--- src/ntt8_pkg.sv ---
// Shared types, constants and helper functions for the 8-point NTT modulo 12289.
// Used by ntt8_lane, ntt8_stage and ntt8_mod12289. No dependencies.
`timescale 1ns / 1ps
`default_nettype none

package ntt8_pkg;

  // Coefficient format and modulus
  localparam int unsigned CoefW     = 14;
  localparam int unsigned NumCoef   = 8;
  localparam int unsigned NumStages = 3;
  localparam int unsigned NumLanes  = NumCoef / 2;

  // Register levels inside one butterfly lane, and whole pipeline depth
  // (input register plus three butterfly stages)
  localparam int unsigned LaneDepth = 4;
  localparam int unsigned PipeDepth = 1 + NumStages * LaneDepth;

  localparam logic [CoefW-1:0] Q        = 14'd12289;
  // -q^-1 mod 2^16
  localparam logic [15:0]      QInvNeg  = 16'd12287;

  // Twiddles in Montgomery form; entry 0 is unused
  localparam logic [CoefW-1:0] Twiddle [0:NumCoef-1] = '{
    14'd0, 14'd7888, 14'd11060, 14'd11208, 14'd6960, 14'd4342, 14'd6275, 14'd9759
  };

  typedef logic [CoefW-1:0] coef_t;
  typedef coef_t [NumCoef-1:0] coef_vec_t;

  // Advance strobes for the register levels of one lane
  typedef struct packed {
    logic out;
    logic acc;
    logic red;
    logic mul;
  } lane_en_t;

  // One conditional subtraction of q; valid for a below 2q
  function automatic coef_t reduce_once(input logic [CoefW:0] a);
    logic [CoefW:0] diff;
    diff = a - {1'b0, Q};
    return (a >= {1'b0, Q}) ? diff[CoefW-1:0] : a[CoefW-1:0];
  endfunction

endpackage

`default_nettype wire

--- src/ntt8_lane.sv ---
// One Cooley-Tukey butterfly lane: Montgomery product with a twiddle, then
// u + v and u - v modulo q, over four register levels. Depends on ntt8_pkg.
`timescale 1ns / 1ps
`default_nettype none

module ntt8_lane
  import ntt8_pkg::*;
(
  input  wire logic     clk_i,
  input  wire lane_en_t en_i,
  input  wire coef_t    u_i,
  input  wire coef_t    b_i,
  input  wire coef_t    w_i,
  output coef_t         sum_o,
  output coef_t         diff_o
);

  // level 1: full product
  coef_t       u1_q;
  logic [27:0] prod1_q;
  // level 2: Montgomery quotient
  coef_t       u2_q;
  logic [27:0] prod2_q;
  logic [15:0] m_q;
  // level 3: shifted sum
  coef_t       u3_q;
  logic [14:0] t_q;
  // level 4: butterfly results
  coef_t       sum_q;
  coef_t       diff_q;

  logic [27:0] prod_d;
  logic [15:0] m_d;
  logic [30:0] mont_sum;
  logic [14:0] t_d;
  coef_t       v;
  logic [14:0] add_w;
  logic [14:0] sub_w;
  coef_t       sum_d;
  coef_t       diff_d;

  // Multiply operand by twiddle
  assign prod_d = {14'b0, b_i} * {14'b0, w_i};

  always_ff @(posedge clk_i) begin
    if (en_i.mul) begin
      u1_q    <= u_i;
      prod1_q <= prod_d;
    end
  end

  // Quotient m = low(prod) * (-q^-1) mod 2^16
  assign m_d = prod1_q[15:0] * QInvNeg;

  always_ff @(posedge clk_i) begin
    if (en_i.red) begin
      u2_q    <= u1_q;
      prod2_q <= prod1_q;
      m_q     <= m_d;
    end
  end

  // Add m*q and drop the low 16 bits
  assign mont_sum = {3'b0, prod2_q} + (31'(m_q) * 31'(Q));
  assign t_d      = mont_sum[30:16];

  always_ff @(posedge clk_i) begin
    if (en_i.acc) begin
      u3_q <= u2_q;
      t_q  <= t_d;
    end
  end

  // Final reduction and butterfly add/subtract
  assign v      = reduce_once(t_q);
  assign add_w  = {1'b0, u3_q} + {1'b0, v};
  assign sub_w  = {1'b0, u3_q} + {1'b0, Q} - {1'b0, v};
  assign sum_d  = reduce_once(add_w);
  assign diff_d = (u3_q >= v) ? (u3_q - v) : sub_w[CoefW-1:0];

  always_ff @(posedge clk_i) begin
    if (en_i.out) begin
      sum_q  <= sum_d;
      diff_q <= diff_d;
    end
  end

  assign sum_o  = sum_q;
  assign diff_o = diff_q;

endmodule

`default_nettype wire

--- src/ntt8_stage.sv ---
// One NTT stage: four butterfly lanes side by side, and the merge that puts
// their results back into coefficient order. Depends on ntt8_pkg, ntt8_lane.
`timescale 1ns / 1ps
`default_nettype none

module ntt8_stage
  import ntt8_pkg::*;
#(
  parameter int unsigned STAGE = 0
) (
  input  wire logic      clk_i,
  input  wire lane_en_t  en_i,
  input  wire coef_vec_t coef_i,
  output coef_vec_t      coef_o
);

  localparam int unsigned Stride = (NumLanes >> STAGE);

  for (genvar k = 0; k < NumLanes; k++) begin : g_lane
    // pair (i, j = i + Stride) and twiddle index for lane k
    localparam int unsigned Grp  = k / Stride;
    localparam int unsigned Off  = k % Stride;
    localparam int unsigned IdxI = Grp * 2 * Stride + Off;
    localparam int unsigned IdxJ = IdxI + Stride;
    localparam int unsigned IdxW = (1 << STAGE) + Grp;

    ntt8_lane u_lane (
      .clk_i  (clk_i),
      .en_i   (en_i),
      .u_i    (coef_i[IdxI]),
      .b_i    (coef_i[IdxJ]),
      .w_i    (Twiddle[IdxW]),
      .sum_o  (coef_o[IdxI]),
      .diff_o (coef_o[IdxJ])
    );
  end

endmodule

`default_nettype wire

--- config.mk ---
export PLATFORM = sky130hd
export DESIGN_NAME = ntt8_stage
export DESIGN_NICKNAME = d
export VERILOG_FILES = /design/src/ntt8_pkg.sv /design/src/ntt8_lane.sv /design/src/ntt8_stage.sv
export SDC_FILE = /design/constraint.sdc
export NUM_CORES = 2
export LEC_CHECK = 0
export BUFFER_PORTS_ARGS = -buffer_cell sky130_fd_sc_hd__buf_2
export CORE_ASPECT_RATIO = 1.1
export CORE_MARGIN = 1.5
export CORE_UTILIZATION = 46
export CTS_CLUSTER_DIAMETER = 120
export DETAILED_ROUTE_END_ITERATION = 16
export HOLD_SLACK_MARGIN = 0.15
export PLACE_DENSITY_LB_ADDON = 0.25
export SETUP_SLACK_MARGIN = 0.3
export SLEW_MARGIN = 15
export SYNTH_ARGS = -nofsm -noshare
export SYNTH_HDL_FRONTEND = slang
export SYNTH_SLANG_ARGS = --single-unit
--- constraint.sdc ---
create_clock -name clk_i -period 16.9 [get_ports clk_i]
set_input_delay 3.38 -clock clk_i [delete_from_list [all_inputs] [get_ports clk_i]]
set_output_delay 3.38 -clock clk_i [all_outputs]
set_load 0.1 [all_outputs]
Word level (Yosys, flattened, before mapping)

Index checks and enable logic that the tools add are counted.

Input bits: 117
Flip-flop bits (word level): 580
Memories kept: 0
Memory bits (writable): 0
Word-level logic and storage cells: 100
Latch bits: 0
Output and inout bits: 112
Memory bits (read-only): 0

$add $sub $neg: 28
Divide/modulo/power cells: 0
Equality and inequality tests: 0
Multipliers: 12
Order comparisons: 12
Muxes and demuxes: 12
Reductions and logical operators: 0
Bitwise gates (word level): 0
Shift-type cells: 0

Operator list:

| operator                                                                               | count |
|---|---|
| 14-bit 2-to-1 mux                                                                      | 12 |
| 28-bit by 30-bit adder with 31-bit output                                              | 4 |
| 15-bit by 14-bit greater-or-equal comparator with 1-bit output (second input constant) | 8 |
| 14-bit subtractor                                                                      | 8 |
| 14-bit subtractor (second input constant)                                              | 8 |
| 12-bit by 14-bit multiplier with 26-bit output (second input constant)                 | 4 |
| 14-bit by 9-bit multiplier with 23-bit output (second input constant)                  | 4 |
| 14-bit by 14-bit adder with 15-bit output                                              | 4 |
| 14-bit adder (second input constant)                                                   | 4 |
| 14-bit greater-or-equal comparator                                                     | 4 |
| 12-bit by 14-bit multiplier with 12-bit output (second input constant)                 | 4 |

Logic depth before layout (Yosys ltp)

Word-level depth: 5
Gate-level depth with buffers: 24
Mapped depth without buffers: 23

Hierarchy

Synthesis repeated with hierarchy kept, for this count alone.

Cell total of the unflattened synthesis: 7352
Area total of the unflattened synthesis: 77241.6 um^2

Modules (own cells, without submodules):

| module                        | cells each | area an instance (um^2) | instances | seq. area each (um^2) |
|---|---|---|---|---|
| ntt8_lane at g_lane[1].u_lane | 1857       | 19362.3                 | 1         | 4684.5 |
| ntt8_lane at g_lane[0].u_lane | 1832       | 19339.8                 | 1         | 4684.5 |
| ntt8_lane at g_lane[3].u_lane | 1833       | 19274.7                 | 1         | 4684.5 |
| ntt8_lane at g_lane[2].u_lane | 1828       | 19257.2                 | 1         | 4684.5 |
| ntt8_stage                    | 2          | 7.5                     | 1         | 0.0 |

Worst setup path after synthesis

Ideal clock, no wire load.

Path kind: input to register
From: input port coef_i[56] (netlist bit)
To: register g_lane[0].u_lane.prod1_q[23], data pin
Cell stages on the path: 16
Setup time: 0.158 ns
Arrival: 7.663 ns
Data required time: 16.742 ns
Slack: 9.079 ns
Cell sequence: fa_1 -> inv_1 -> fa_1 -> fa_1 -> inv_1 -> fa_1 -> ha_1 -> o21ai_0 -> a21boi_1 -> o21ai_0 -> a21boi_0 -> o21ai_0 -> a21oi_1 -> o41ai_2 -> or4b_2 -> o211ai_1

Word-level cells in the longest chain between the ends: 1

RTL lines:

| what                                          | RTL line         | text |
|---|---|---|
| from (decl)                                   | ntt8_stage.sv:13 | `input wire coef_vec_t coef_i,` |
| 14-bit by 9-bit multiplier with 23-bit output | ntt8_lane.sv:43  | `assign prod_d = {14'b0, b_i} * {14'b0, w_i};` |
| net g_lane[0].u_lane.prod_d[23]               | ntt8_lane.sv:32  | `logic [27:0] prod_d;` |
| to (signal assigned)                          | ntt8_lane.sv:48  | `prod1_q <= prod_d;` |
| to (decl)                                     | ntt8_lane.sv:20  | `logic [27:0] prod1_q;` |

The timed path passes the listed nets, and every way through them passes these cells.
A chain may end at the register's enable or synchronous reset.

Worst setup path after layout

Ends and elaborated chain as after synthesis.

==> results.sh <==
export IMPL_grt_use_total=0.1792
export IMPL_die_y_um=343.2
export IMPL_synth_ff_latch_count=568
export IMPL_timing_final_crit_share=0.4547
export IMPL_cp_startpoint="coef_i[56]"
export IMPL_cts_sinks=568
export IMPL_start_util=0.4649
export IMPL_finalMaxSlewViolations=0
export IMPL_end_kind="flip-flop"
export IMPL_rsz0062_at_grt="false"
export IMPL_yosysWarningCount=0
export IMPL_grt_pass1_vias=30330
export IMPL_syn_num_nets=5433
export IMPL_grt_overflow=0
export IMPL_cp_num_cells=17
export IMPL_die_x_um=312.3
export IMPL_final_cell_mix="739 x ha_1, 616 x inv_1, 568 x edfxtp_1"
export IMPL_dpl_cell_area_um2=51140
export IMPL_die_area_um2=107200
export IMPL_nNetsFinal=5687
export IMPL_grt_antenna_before_repair=4
export IMPL_grt_met1_usage=0.2450
export IMPL_hold_viol=0
export IMPL_setup_ws_ns=9.216
export IMPL_tightestPinTransition_ns=1.109
export IMPL_finalCriticalPeriod_ns=7.684
export IMPL_clock_skew_ns=0.02702
export IMPL_crit_top_cell="fa_1"
export IMPL_core_area_um2=104100
export IMPL_slowest_stage="or4b_2"
export IMPL_ys_types=83
export IMPL_path_class="input port to flip-flop"
export IMPL_grt_max_degree=89
export IMPL_fp_row_count=124
export IMPL_critPathBufInv=3
export IMPL_drt_wl_total_mm=94.98
export IMPL_ctsHoldBuffers=0
export IMPL_syn_to_final_growth_pct=10.34
export IMPL_slowest_delay_ns=0.63
export IMPL_cts_tree="done"
export IMPL_gr_max_usage_layer="met2"
export IMPL_crit_chain="buf_2 -> fa_1 -> inv_1 -> fa_1 -> fa_1 -> inv_1 -> fa_1 -> ha_1 -> o21ai_0 -> a21boi_1 -> o21ai_0 -> a21boi_0 -> o21ai_0 -> a21oi_1 -> o41ai_2 -> or4b_2 -> o211ai_1"
export IMPL_htree_levels=3
export IMPL_slew_headroom=0.2607
export IMPL_antenna_cells=0
export IMPL_clk_pin_slew_worst_paths_ns=0.06
export IMPL_critPathLaunchType="input port"
export IMPL_place_ws_ns=8.587
export IMPL_arrival_ns=8.13
export IMPL_io_pins=229
export IMPL_status="complete, no violations"
export IMPL_use_met2=0.3012
export IMPL_fmax_mhz=130.1
export IMPL_syn_inst=4193
export IMPL_gp_congestion=0.8742
export IMPL_ys_seq_area_frac=0.3524
export IMPL_utilization=0.5130
export IMPL_async_flop_share=0
export IMPL_synth_area_per_cell_um2=11.54
export IMPL_cts_path_max_buffers=3
export IMPL_worstPathRequired_ns=17.35
export IMPL_crit_path_end="g_lane[0].u_lane.prod1_q[23]$_DFFE_PP_"
export IMPL_ff2ff_path_depth=18
export IMPL_fin_area_um2=53400
export IMPL_ant_nets=0
export IMPL_vias=30170
export IMPL_drc_errors=0
export IMPL_r2r_start="g_lane[2].u_lane.t_q[6]$_DFFE_PP_"
export IMPL_drt_initial_drc_count=1456
export IMPL_hpwl_mm=78.17
export IMPL_mappedNetlistArea_um2=48400
export IMPL_mostFrequentLayoutCell="ha_1"
export IMPL_postCtsSetupRepairBufs=0
export IMPL_cts_root_buffer_cell="clkbuf_16"
export IMPL_finalSetupViolCount=0
export IMPL_hp_class="flip-flop to flip-flop"
export IMPL_drt_first_pass_iters=5
export IMPL_worstSkewPairLatency_ns=0.62
export IMPL_reg2reg_slack_ns=10.54
export IMPL_drive_gt1_frac=0.08758
export IMPL_grt_pass1_wl_mm=154.6
export IMPL_met3_usage=0.02188
export IMPL_fin_setup_tns_ns=0
export IMPL_critical_path_top_delay_family="adder cells"
export IMPL_wl_per_cell_um=16.14
export IMPL_cts_inserted_buffers=67
export IMPL_maxCapViolations=0
export IMPL_worstPathMaxFanout=6
export IMPL_portBuffers=228
export IMPL_via_per_inst=5.126
export IMPL_cts_resized=0
export IMPL_r2r_end="g_lane[2].u_lane.sum_o[3]$_DFFE_PP_"
export IMPL_ys_flop_type="edfxtp_1"
export IMPL_synth_enable_flop_cells=568
==> metal layers <==
| layer | vias up | part of all wire | wire (um) |
|---|---|---|---|
| met5 | - | 0.00044 | 42 |
| met2 | 429 | 0.47 | 44800 |
| met4 | 8 | 0.021 | 1991 |
| met1 | 14610 | 0.48 | 45160 |
| li1 | 15020 | - | - |
| met3 | 101 | 0.031 | 2979 |
==> cells by family (layout without fill, tap and decap cells) <==
| family | after synthesis | after routing | share of synthesized area |
|---|---|---|---|
| muxes | 12 | 12 | 0.002715 |
| adders and majority gates | 1123 | 1123 | 0.3499 |
| AOI/OAI and AO/OA | 655 | 655 | 0.08898 |
| xor gates and xnor gates | 424 | 424 | 0.07673 |
| DFF | 568 | 568 | 0.3524 |
| and+or+nand+nor | 741 | 741 | 0.07689 |
| buffers and inverters | 670 | 976 | 0.05238 |
==> area by class of cell <==
| type | instances | area [um^2] |
|---|---|---|
| Fill cell | 9209 | 50700 |
| Multi-Input combinational cell | 2955 | 28810 |
| Sequential cell | 568 | 17060 |
| Inverter | 620 | 2327 |
| Clock buffer | 76 | 1774 |
| Tap cell | 1386 | 1734 |
| Timing Repair Buffer | 235 | 1214 |
| Clock inverter | 45 | 490.5 |
==> synth_stat cells (all sizes together) (7+ instances only) <==
cell type / n / area [um^2]
and3: 21 / 131.4
a31oi: 38 / 252.7
nor2: 214 / 803.3
a31o: 12 / 105.1
mux2: 9 / 101.4
a211oi: 25 / 187.7
o2111ai: 10 / 87.58
a21oi: 173 / 865.8
nor4: 20 / 140.1
or2: 17 / 106.4
edfxtp: 568 / 17060
a2111oi: 7 / 62.56
and4: 8 / 70.07
o31a: 15 / 131.4
buf: 11 / 61.31
nor3: 68 / 340.3
xnor2: 344 / 3013
a21boi: 13 / 97.60
nand2: 135 / 506.7
o21a: 34 / 255.2
a21o: 63 / 473.0
fa: 384 / 7687
nor3b: 7 / 57.55
and2: 19 / 121.4
nand3: 63 / 315.3
o21bai: 33 / 247.7
o41ai: 11 / 111.4
ha: 739 / 9246
o31ai: 27 / 202.7
inv: 618 / 2320
nand2b: 31 / 193.9
nand4: 14 / 87.58
nand3b: 16 / 120.1
or4: 8 / 63.81
nor2b: 57 / 356.6
xor2: 80 / 700.7
clkbuf: 39 / 146.4
or3: 29 / 181.4
o21ai: 135 / 675.6
o211ai: 11 / 87.58
==> flip-flops by register name (all words and copies together) (netlist names) <==
signal                 flops
g_lane.u_lane.prod1_q     92
g_lane.u_lane.prod2_q     88
g_lane.u_lane.t_q         60
g_lane.u_lane.diff_o      56
g_lane.u_lane.sum_o       56
g_lane.u_lane.u1_q        56
g_lane.u_lane.u2_q        56
g_lane.u_lane.u3_q        56
g_lane.u_lane.m_q         48
==> stage by stage <==
stage | hold slack [ns] | cells
after global placement | 0.4007 | 5764
after floorplan | 0.4003 | 4193
after detailed placement | 0.4045 | 5764
after global routing | 0.4192 | 5885
final | 0.4156 | 5885
after CTS | 0.4162 | 5885
==> worst min-delay path by stage <==
| stage | from | endpoint | slack, ns | cells past startpoint |
|---|---|---|---|---|
| floorplan | g_lane[0].u_lane.prod1_q[16]$_DFFE_PP_ | g_lane[0].u_lane.prod2_q[16]$_DFFE_PP_ | 0.40 | 0 |
| global placement | g_lane[2].u_lane.prod1_q[22]$_DFFE_PP_ | g_lane[2].u_lane.prod2_q[22]$_DFFE_PP_ | 0.40 | 0 |
| detailed placement | g_lane[0].u_lane.u1_q[13]$_DFFE_PP_ | g_lane[0].u_lane.u2_q[13]$_DFFE_PP_ | 0.40 | 0 |
| CTS | g_lane[0].u_lane.u2_q[2]$_DFFE_PP_ | g_lane[0].u_lane.u3_q[2]$_DFFE_PP_ | 0.42 | 0 |
| global route | g_lane[1].u_lane.u2_q[13]$_DFFE_PP_ | g_lane[1].u_lane.u3_q[13]$_DFFE_PP_ | 0.42 | 0 |
| finish | g_lane[2].u_lane.u2_q[5]$_DFFE_PP_ | g_lane[2].u_lane.u3_q[5]$_DFFE_PP_ | 0.42 | 0 |
Power is left out: the tool's default activity adds up to more than one toggle a clock period on the data nets, which glitch-free logic cannot reach.
